### config.mk
export PLATFORM = sky130hd
export DESIGN_NAME = lph_ctrl
export DESIGN_NICKNAME = d
export VERILOG_FILES = /design/src/sv/lph_pkg.sv /design/src/sv/lph_ctrl.sv
export SDC_FILE = /design/constraint.sdc
export NUM_CORES = 1
export LEC_CHECK = 0
export ABC_AREA = 1
export BUFFER_PORTS_ARGS = -buffer_cell sky130_fd_sc_hd__buf_2
export CORE_AREA = 2 2 39 41
export CTS_BUF_LIST = sky130_fd_sc_hd__clkbuf_4 sky130_fd_sc_hd__clkbuf_8
export CTS_CLUSTER_DIAMETER = 60
export DETAILED_ROUTE_END_ITERATION = 6
export DIE_AREA = 0 0 41 43
export PLACE_DENSITY = 0.38
export SYNTH_ARGS = -nofsm -noshare
export SYNTH_HDL_FRONTEND = slang
export SYNTH_SLANG_ARGS = --single-unit
### constraint.sdc
create_clock -name clk -period 1.4 [get_ports clk]
set_input_delay 0.14 -clock clk [delete_from_list [all_inputs] [get_ports clk]]
set_output_delay 0.14 -clock clk [all_outputs]
set_load 0.005 [all_outputs]
### src/sv/lph_pkg.sv
// shared constants, codes and controller/datapath interface types for the hash table
package lph_pkg;

    localparam int DEF_TABLE_SLOTS = 1024;
    localparam int DEF_KEY_BITS    = 32;
    localparam int DEF_DATA_BITS   = 32;

    localparam int FIELD_W    = 32;
    localparam int STATUS_W   = 3;
    localparam int SLOT_OUT_W = 10;
    localparam int HASH_STEPS = 3;

    localparam logic OP_INSERT = 1'b0;
    localparam logic OP_LOOKUP = 1'b1;

    typedef enum logic [STATUS_W-1:0] {
        ST_NEW       = 3'd0,
        ST_OVERWRITE = 3'd1,
        ST_FULL      = 3'd2,
        ST_HIT       = 3'd3,
        ST_MISS      = 3'd4
    } status_t;

    typedef enum logic [2:0] {
        S_CLEAR,
        S_IDLE,
        S_HASH,
        S_READ,
        S_CHECK
    } state_t;

    typedef struct packed {
        logic clear_wr;
        logic load_req;
        logic load_home;
        logic probe_adv;
        logic commit;
    } cmd_t;

    typedef struct packed {
        logic clr_last;
        logic hash_done;
        logic slot_valid;
        logic key_match;
        logic probe_last;
        logic out_free;
    } sts_t;

endpackage

### src/sv/lph_ctrl.sv
// sequencing state machine: clearing pass, hash reduction, probe walk, commit
module lph_ctrl (
    input  logic          clk,
    input  logic          rst_n,
    input  logic          in_valid,
    output logic          in_ready,
    input  lph_pkg::sts_t sts,
    output lph_pkg::cmd_t cmd
);
    import lph_pkg::*;

    state_t state_reg;
    state_t state_next;
    logic   decided;

    // probe ends at an empty slot, a matching key, or at the last slot of a full lap
    assign decided = !sts.slot_valid || sts.key_match || sts.probe_last;

    always_ff @(posedge clk or negedge rst_n)
    begin
        if (!rst_n)
        begin
            state_reg <= S_CLEAR;
        end
        else
        begin
            state_reg <= state_next;
        end
    end

    always_comb
    begin
        state_next = state_reg;
        unique case (state_reg)
            S_CLEAR:
            begin
                if (sts.clr_last)
                begin
                    state_next = S_IDLE;
                end
            end
            S_IDLE:
            begin
                if (in_valid)
                begin
                    state_next = S_HASH;
                end
            end
            S_HASH:
            begin
                if (sts.hash_done)
                begin
                    state_next = S_READ;
                end
            end
            S_READ:
            begin
                state_next = S_CHECK;
            end
            S_CHECK:
            begin
                if (decided && sts.out_free)
                begin
                    state_next = S_IDLE;
                end
            end
            default:
            begin
                state_next = S_CLEAR;
            end
        endcase
    end

    always_comb
    begin
        cmd      = '0;
        in_ready = 1'b0;
        unique case (state_reg)
            S_CLEAR:
            begin
                cmd.clear_wr = 1'b1;
            end
            S_IDLE:
            begin
                in_ready     = 1'b1;
                cmd.load_req = in_valid;
            end
            S_HASH:
            begin
                cmd.load_home = sts.hash_done;
            end
            S_READ:
            begin
            end
            S_CHECK:
            begin
                cmd.probe_adv = !decided;
                cmd.commit    = decided && sts.out_free;
            end
            default:
            begin
            end
        endcase
    end

endmodule

==> flow_summary.ini, run 1 <==
[setup_path]
ff2ff_setup_slack_ps = 340
critPathCaptureType = output pin
crit_chain = inv_2 > nand2_2 > nor2_2 > inv_1 > nor2_1 > buf_2
r2r_start = state_reg[2]$_DFFE_PN0P_
crit_buf_inv = 3
crit_family = flip-flops
crit_path_start_kind = flip-flop
crit_type = reg2out
r2r_end = state_reg[1]$_DFFE_PN0P_
r2r_cells = 6
worst_path_largest_cell_delay_ps = 390
critPathSlowestCell = dfrtp_1
cp_max_fo = 5
crit_arrival_ps = 1130
cp_data_required_time_ps = 1260

[timing]
rsz0062_at_grt = no
max_slew_margin_pct = 83.8
drv_slew = 0
setup_violations = 0
period_share_pct = 90.5
skew_ps = 4.29
tns_ps = 0
period_minus_slack_ps = 1270
finalHoldViolCount = 0
tightest_slew_ps = 241
fmax_mhz = 789

[placement]
port-buffer-count = 14
dpl_cell_area_um2 = 324
hpwlAfterDp_um = 455
globalplace.congestion = 0.683

[yosys]
synth.top_cell.area_share_pct = 32.1
syn_nets = 47
netlist_instances = 38
ys_seq_area_share_pct = 32.1
yosysTopAreaCell = dfrtp_1
yosys-top-cells-area = dfrtp_1 32%, inv_1 14%, nand2_1 11%
synth_cell_types = 12
mappedNetlistArea_um2 = 234
syn_area_per_cell_um2 = 6.16
yosysWarnings = 0
ys_seq_elements = 3

[clock_network]
cts_tree = done
cts_sinks = 3
clkTransAtPathRegs_ps = 30
cts_root_buf = clkbuf_4
cts_made_buffers = 3
clock_latency_ps = 230
post-cts-setup-buffer-count = 0
clk_path_buf_depth = 2
htree_levels = 1

[routing]
vias_per_cell = 3.82
wire_per_inst_um = 7.45
drt_pass1_iterations = 4
drt_iter0_drc = 10
drc = 0
antenna_left = 0
vias = 279
wl_um = 544

[die]
start_util_pct = 16.9
die_w_um = 41
rows = 14
io_pins = 15
core_um2 = 1380
die-area_um2 = 1760
die_y_um = 43

[layout]
stdcell_area_um2 = 367
nets = 67
areaGrowthSynthToFinish_pct = 56.7
drive_gt1_share_pct = 43.9
n_antenna_cell = 0
largest_reg_flops = 3

[global_route]
grt_pass1_vias = 224
grt_first_pass_wirelength_um = 779
grt.total_usage_pct = 6.95
antenna_found_initial = 0
grt_max_degree = 6
grt-ovfl-total = 0

[worst_hold_path]
worstHoldPathType = in2reg
holdCritStartpoint = in_valid
hold_depth = 4
min_to = state_reg[0]$_DFFE_PN0P_

[pwr]
p_total_mw = 0.718
vdd_drop_max_mv = 0.726
p_leak_nw = 0.230
p_per_area_nw_per_um2 = 1960

[outcome]
outcome = finished, final reports clean

[job]
cap_violations = 0
==> cell usage after synthesis, drive strengths merged <==
cell type	n
nand3	4
nand4	1
nor2	7
inv	11
o31ai	1
a21oi	1
nand2	9
o21ai	1
dfrtp	3
==> cell usage in the layout, fill, tap and decap left out <==
cell type	instances
buf_2	14
inv_1	9
nand2_1	7
nor2_1	6
clkbuf_4	4
nand3_1	3
dfrtp_1	3
inv_2	2
nand2_2	2
nand3_2	1
nor2_2	1
o31ai_1	1
nand4_1	1
o21ai_0	1
a21oi_2	1
dlygate4sd3_1	1
==> power by group <==
part	total, mW	switching, mW	internal [mW]
sequential	0.173	0.0415	0.131
clock	0.165	0.0394	0.126
combinational	0.380	0.228	0.152
total	0.718	0.309	0.409
==> stage by stage <==
stage	setup WS, ps	instances	hold WS (ps)	utilization, %
final	133	73	205	26.5
after global routing	2.62	73	224	26.5
after CTS	92.6	73	204	26.3
after detailed placement	331	68	-64.0	23.4
after global placement	315	68	-62.4	23.4
after floorplan	444	38	-156	-
==> area by class of cell <==
class	count	area, um2
Clock buffer	4	30.0
Fill cell	149	1020
Inverter	11	41.3
Multi-Input combinational cell	24	120
Sequential cell	3	75.1
Tap cell	16	20.0
Timing Repair Buffer	15	80.1
==> worst reg2reg max path, stage by stage, from the launching register on <==
cell and delay (ps):
dfrtp_1 400, nor2_1 170, nand3_1 110, nand2_1 80
inv_1 50, nand4_1 60, nand2_1 60
==> cell families after synthesis <==
| kind of cell | synth area share [%] |
|---|---|
| AND/OR/NAND/NOR | 41.2 |
| AO/OA/AOI/OAI | 9.09 |
| flip-flops | 32.1 |
| buffers and inverters | 17.6 |
==> layer usage <==
layer | track usage (%) | up-vias | part of all wire [%]
li1 | - | 151 | -
met1 | 6.49 | 117 | 42
met2 | 10.0 | 11 | 47
met3 | 2.62 | 0 | 11
met4 | 8.00 | 0 | 0
met5 | 0 | - | 0
==> how the worst max path moves through the flow <==
stage          slack [ps]                       end                startpoint  cells after the start
6_report              130                    cmd[0]  state_reg[1]$_DFFE_PN0P_                      6
5_1_grt                 3                    cmd[0]  state_reg[0]$_DFFE_PN0P_                      6
4_1_cts                90                    cmd[0]  state_reg[1]$_DFFE_PN0P_                      6
3_5_place_dp          330  state_reg[1]$_DFFE_PN0P_  state_reg[1]$_DFFE_PN0P_                      6
3_3_place_gp          320  state_reg[1]$_DFFE_PN0P_  state_reg[0]$_DFFE_PN0P_                      6
2_1_floorplan         440  state_reg[1]$_DFFE_PN0P_  state_reg[1]$_DFFE_PN0P_                      6
==> what timing repair did <==
| action | CTS | global route |
|---|---|---|
| endpoints found under the setup margin | 0 | 2 |
| hold buffers | 1 | 0 |
| endpoints found under the hold margin | 3 | 0 |
| resized for setup | 0 | 1 |
No activity file was read; power rests on OpenSTA's default activity.
==> inputs of run 2 (changes only) <==
==> constraint.sdc (replaced) <==
create_clock -name clk -period 1.4 [get_ports clk]
set_input_delay 0.21 -clock clk [delete_from_list [all_inputs] [get_ports clk]]
set_output_delay 0.21 -clock clk [all_outputs]
set_load 0.005 [all_outputs]
==> flow_summary.ini, run 2 (synthesis results as in run 1) <==
[placement]
dpl_cell_area_um2 = 324
hpwlAfterDp_um = 454
port-buffer-count = 14
globalplace.congestion = 0.682

[routing]
drt_iter0_drc = 3
vias = 279
wire_per_inst_um = 7.45
drc = 0
drt_pass1_iterations = 2
vias_per_cell = 3.72
wl_um = 559
antenna_left = 0

[clock_network]
cts_tree = done
cts_root_buf = clkbuf_4
clk_path_buf_depth = 2
clkTransAtPathRegs_ps = 40
cts_sinks = 3
htree_levels = 1
clock_latency_ps = 230
cts_made_buffers = 3

[setup_path]
ff2ff_setup_slack_ps = 350
cp_data_required_time_ps = 1190
cp_max_fo = 3
crit_buf_inv = 3
critPathSlowestCell = dfrtp_1
crit_family = flip-flops
worst_path_largest_cell_delay_ps = 400
critPathCaptureType = output pin
crit_arrival_ps = 1130
cpMostUsedCell = inv_1
crit_type = reg2out
crit_chain = inv_1 > nand2_2 > nor2_2 > inv_1 > nor2_1 > buf_2
crit_path_start_kind = flip-flop

[die]
die-area_um2 = 1760
die_w_um = 41
die_y_um = 43
io_pins = 15
core_um2 = 1380
rows = 14
start_util_pct = 16.9

[layout]
drive_gt1_share_pct = 45.8
mostFrequentLayoutCells = 14 x buf_2, 9 x inv_1, 7 x nand2_1
n_antenna_cell = 0
largest_reg_flops = 3
multi_input_area_um2 = 120
nets = 69
final_common_cell = buf_2
stdcell_area_um2 = 382
nFillCells = 164
areaGrowthSynthToFinish_pct = 63.1
ff_latch_area_um2 = 75.1

[outcome]
outcome = finished, final reports clean

[pwr]
p_per_area_nw_per_um2 = 1970
vdd_drop_max_mv = 0.909
p_leak_nw = 0.239

[global_route]
grt.total_usage_pct = 6.63
grt-ovfl-total = 0
grt_pass1_vias = 213
grt_first_pass_wirelength_um = 765
grt_max_degree = 6
antenna_found_initial = 0

[worst_hold_path]
worstHoldPathType = in2reg

[timing]
finalHoldViolCount = 0
holdWs_ps = 259
skew_ps = 3.00
max_slew_margin_pct = 84.6
drv_slew = 0
fmax_mhz = 745
period_minus_slack_ps = 1340
rsz0062_at_grt = yes
setup_violations = 0
tightest_slew_ps = 229
period_share_pct = 95.8

[job]
cap_violations = 0
-- run 2: changes by cell type in the layout (fill, tap and decap cells not counted), sizes merged --
cell,previous run,this run
buf,14,16
-- run 2: what timing repair did --
item                       4_1_cts  5_1_grt
hold buffers                     1        0
buffers inserted                 0        2
setup endpoints to repair        0        3
gates resized for setup          0        1
hold endpoints to repair         3        0
-- run 2: layer usage --
metal / wire (um) / GRT usage [%]
met1: 257 / 8.06
met4: 0 / 2.00
met2: 238 / 8.75
met3: 63 / 5.24
met5: 0 / 0
-- run 2: path summary, 6_finish.rpt --
| kind | start | endpoint | depth (start not counted) |
|---|---|---|---|
| setup / recovery | state_reg[0]$_DFFE_PN0P_ | cmd[1] | 6 |
| hold / removal | in_valid | state_reg[0]$_DFFE_PN0P_ | 4 |
| setup reg to reg | state_reg[0]$_DFFE_PN0P_ | state_reg[1]$_DFFE_PN0P_ | 6 |
| hold reg to reg | state_reg[2]$_DFFE_PN0P_ | state_reg[2]$_DFFE_PN0P_ | 1 |
| max in group asynchronous | rst_n | state_reg[1]$_DFFE_PN0P_ | 2 |
| min in group asynchronous | rst_n | state_reg[0]$_DFFE_PN0P_ | 2 |
-- run 2: power by group --
group | leakage, nW | total [mW] | switching (mW) | internal [mW]
Sequential | 0.0380 | 0.171 | 0.0400 | 0.131
Clock | 0.0184 | 0.169 | 0.0427 | 0.126
Combinational | 0.183 | 0.414 | 0.233 | 0.181
Total | 0.239 | 0.754 | 0.316 | 0.438
-- run 2: layout make-up --
cell class / count / area share, %
tap: 16 / 5.25
multi-input combinational: 24 / 31.5
inverter: 11 / 10.8
sequential: 3 / 19.7
clock buffer: 4 / 7.87
timing repair buffer: 17 / 24.9
-- run 2: metrics by stage --
stage | utilization [%] | worst slack, ps | cells | power, mW | setup TNS [ps]
finish | 27.6 | 58.4 | 75 | 0.754 | 0
global route | 27.6 | -51.2 | 75 | 0.832 | -113
CTS | 26.3 | 8.47 | 73 | 0.727 | 0
detailed placement | 23.4 | 261 | 68 | 0.546 | 0
global placement | 23.4 | 257 | 68 | 0.550 | 0
floorplan | - | 400 | 38 | 0.428 | 0
-- run 2: worst register-to-register path, stage by stage, from the launching register on --
cell and delay, ps:
dfrtp_1 400, nor2_1 190, nand3_1 110, nand2_1 70
inv_1 50, nand4_1 60, nand2_1 50
==> inputs of run 3 (changes only) <==
Settings changed: BUFFER_PORTS_ARGS -buffer_cell sky130_fd_sc_hd__buf_2 to -buffer_cell sky130_fd_sc_hd__buf_4, CTS_CLUSTER_DIAMETER 60 to 30.
==> flow_summary.ini, run 3 (synthesis results as in run 1) <==
[setup_path]
crit_path_start_kind = flip-flop
crit_arrival_ps = 1140
crit_type = reg2out
cp_data_required_time_ps = 1190
cp_max_fo = 5
critPathCaptureType = output pin

[timing]
drv_slew = 0
finalHoldViolCount = 0
tightest_slew_ps = 221
rsz0062_at_grt = yes
period_minus_slack_ps = 1350
fmax_mhz = 741
period_share_pct = 96.5
setup_violations = 0
skew_ps = 3.85
max_slew_margin_pct = 85.1
holdWs_ps = 258

[clock_network]
clk_path_buf_depth = 2
clkTransAtPathRegs_ps = 40
cts_made_buffers = 3
cts_tree = done
htree_levels = 1
cts_sinks = 3
clock_latency_ps = 240
cts_root_buf = clkbuf_4

[routing]
antenna_left = 0
drt_iter0_drc = 1
vias = 291
drt_pass1_iterations = 2
vias_per_cell = 3.83
drc = 0
wire_per_inst_um = 8.21
wl_um = 624

[pwr]
p_int_mw = 0.506
netSwitchingFraction_pct = 41.7
vdd_drop_max_mv = 0.718
p_leak_nw = 0.254
clockPowerShare_pct = 20.1
p_per_area_nw_per_um2 = 1990
pwr-share-seq_pct = 20.2
p_comb_share_pct = 59.7
switching_power_mw = 0.362

[layout]
stdcell_area_um2 = 437
final_common_cell = buf_4
n_antenna_cell = 0
areaGrowthSynthToFinish_pct = 86.6
drive_gt1_share_pct = 51.7
nets = 70
mostFrequentLayoutCells = 17 x buf_4, 7 x inv_1, 7 x nand2_1
largest_reg_flops = 3
nFillCells = 163

[die]
die-area_um2 = 1760
start_util_pct = 16.9
core_um2 = 1380
die_w_um = 41
io_pins = 15
die_y_um = 43
rows = 14

[global_route]
grt_pass1_vias = 230
antenna_found_initial = 0
grt-ovfl-total = 0
grt_max_degree = 6
grt.total_usage_pct = 7.44
grt_first_pass_wirelength_um = 841

[worst_hold_path]
worstHoldPathType = in2reg

[placement]
port-buffer-count = 14
globalplace.congestion = 0.658
dpl_cell_area_um2 = 359
hpwlAfterDp_um = 455

[job]
cap_violations = 0

[outcome]
outcome = finished, final reports clean
==> run 3: cell count changes in the layout (fill, tap and decap cells not counted), sizes merged <==
cell,change
buf,+1
==> run 3: power by group through the flow <==
stage	registers, mW	clock network (mW)	logic [mW]
2_1_floorplan	0.166	0	0.262
3_3_place_gp	0.175	0	0.412
3_5_place_dp	0.173	0	0.412
4_1_cts	0.173	0.181	0.417
5_1_grt	0.180	0.186	0.586
6_report	0.175	0.175	0.518
==> run 3: worst paths after layout <==
kind | from | to | slack [ps] | depth (start not counted)
max in group asynchronous | rst_n | state_reg[0]$_DFFE_PN0P_ | 1000 | 2
max | state_reg[1]$_DFFE_PN0P_ | cmd[0] | 50 | 6
min in group asynchronous | rst_n | state_reg[2]$_DFFE_PN0P_ | 300 | 2
min reg2reg | state_reg[2]$_DFFE_PN0P_ | state_reg[2]$_DFFE_PN0P_ | 530 | 1
max reg2reg | state_reg[1]$_DFFE_PN0P_ | state_reg[1]$_DFFE_PN0P_ | 370 | 6
min | in_valid | state_reg[0]$_DFFE_PN0P_ | 260 | 4
==> run 3: repair_timing <==
action                                  CTS  global route
buffers inserted                          0             3
hold buffers                              1             0
resized for setup                         0             6
endpoints found under the setup margin    0             3
endpoints found under the hold margin     3             0
==> run 3: routing by layer <==
layer | vias to the layer above | GRT usage, % | wire (um)
met4 | 0 | 6.00 | 0
met2 | 11 | 10.3 | 303
met5 | - | 0 | 0
met1 | 122 | 8.06 | 260
met3 | 0 | 3.66 | 59
li1 | 158 | - | -
==> run 3: area by class of cell <==
cell class                      count  area (um2)  area share, %
Timing Repair Buffer               18         138           31.5
Inverter                           11        41.3           9.46
Clock buffer                        4        30.0           6.88
Multi-Input combinational cell     24         133           30.4
Sequential cell                     3        75.1           17.2
Tap cell                           16        20.0           4.58
==> run 3: critical path: stages (launching register included) <==
cell and delay, ps:
dfrtp_1 390, inv_2 120, nand2_4 70, nor2_4 90, inv_2 40, nor2_1 90, buf_4 110
==> run 3: stage by stage <==
stage | worst slack [ps] | instances | TNS (ps) | power [mW] | utilization [%]
6_report | 49.7 | 76 | 0 | 0.868 | 31.6
5_1_grt | -18.3 | 76 | -37.4 | 0.953 | 31.6
4_1_cts | 1.25 | 73 | 0 | 0.771 | 28.8
3_5_place_dp | 259 | 68 | 0 | 0.586 | 25.9
3_3_place_gp | 247 | 68 | 0 | 0.587 | 25.9
2_1_floorplan | 400 | 38 | 0 | 0.428 | -
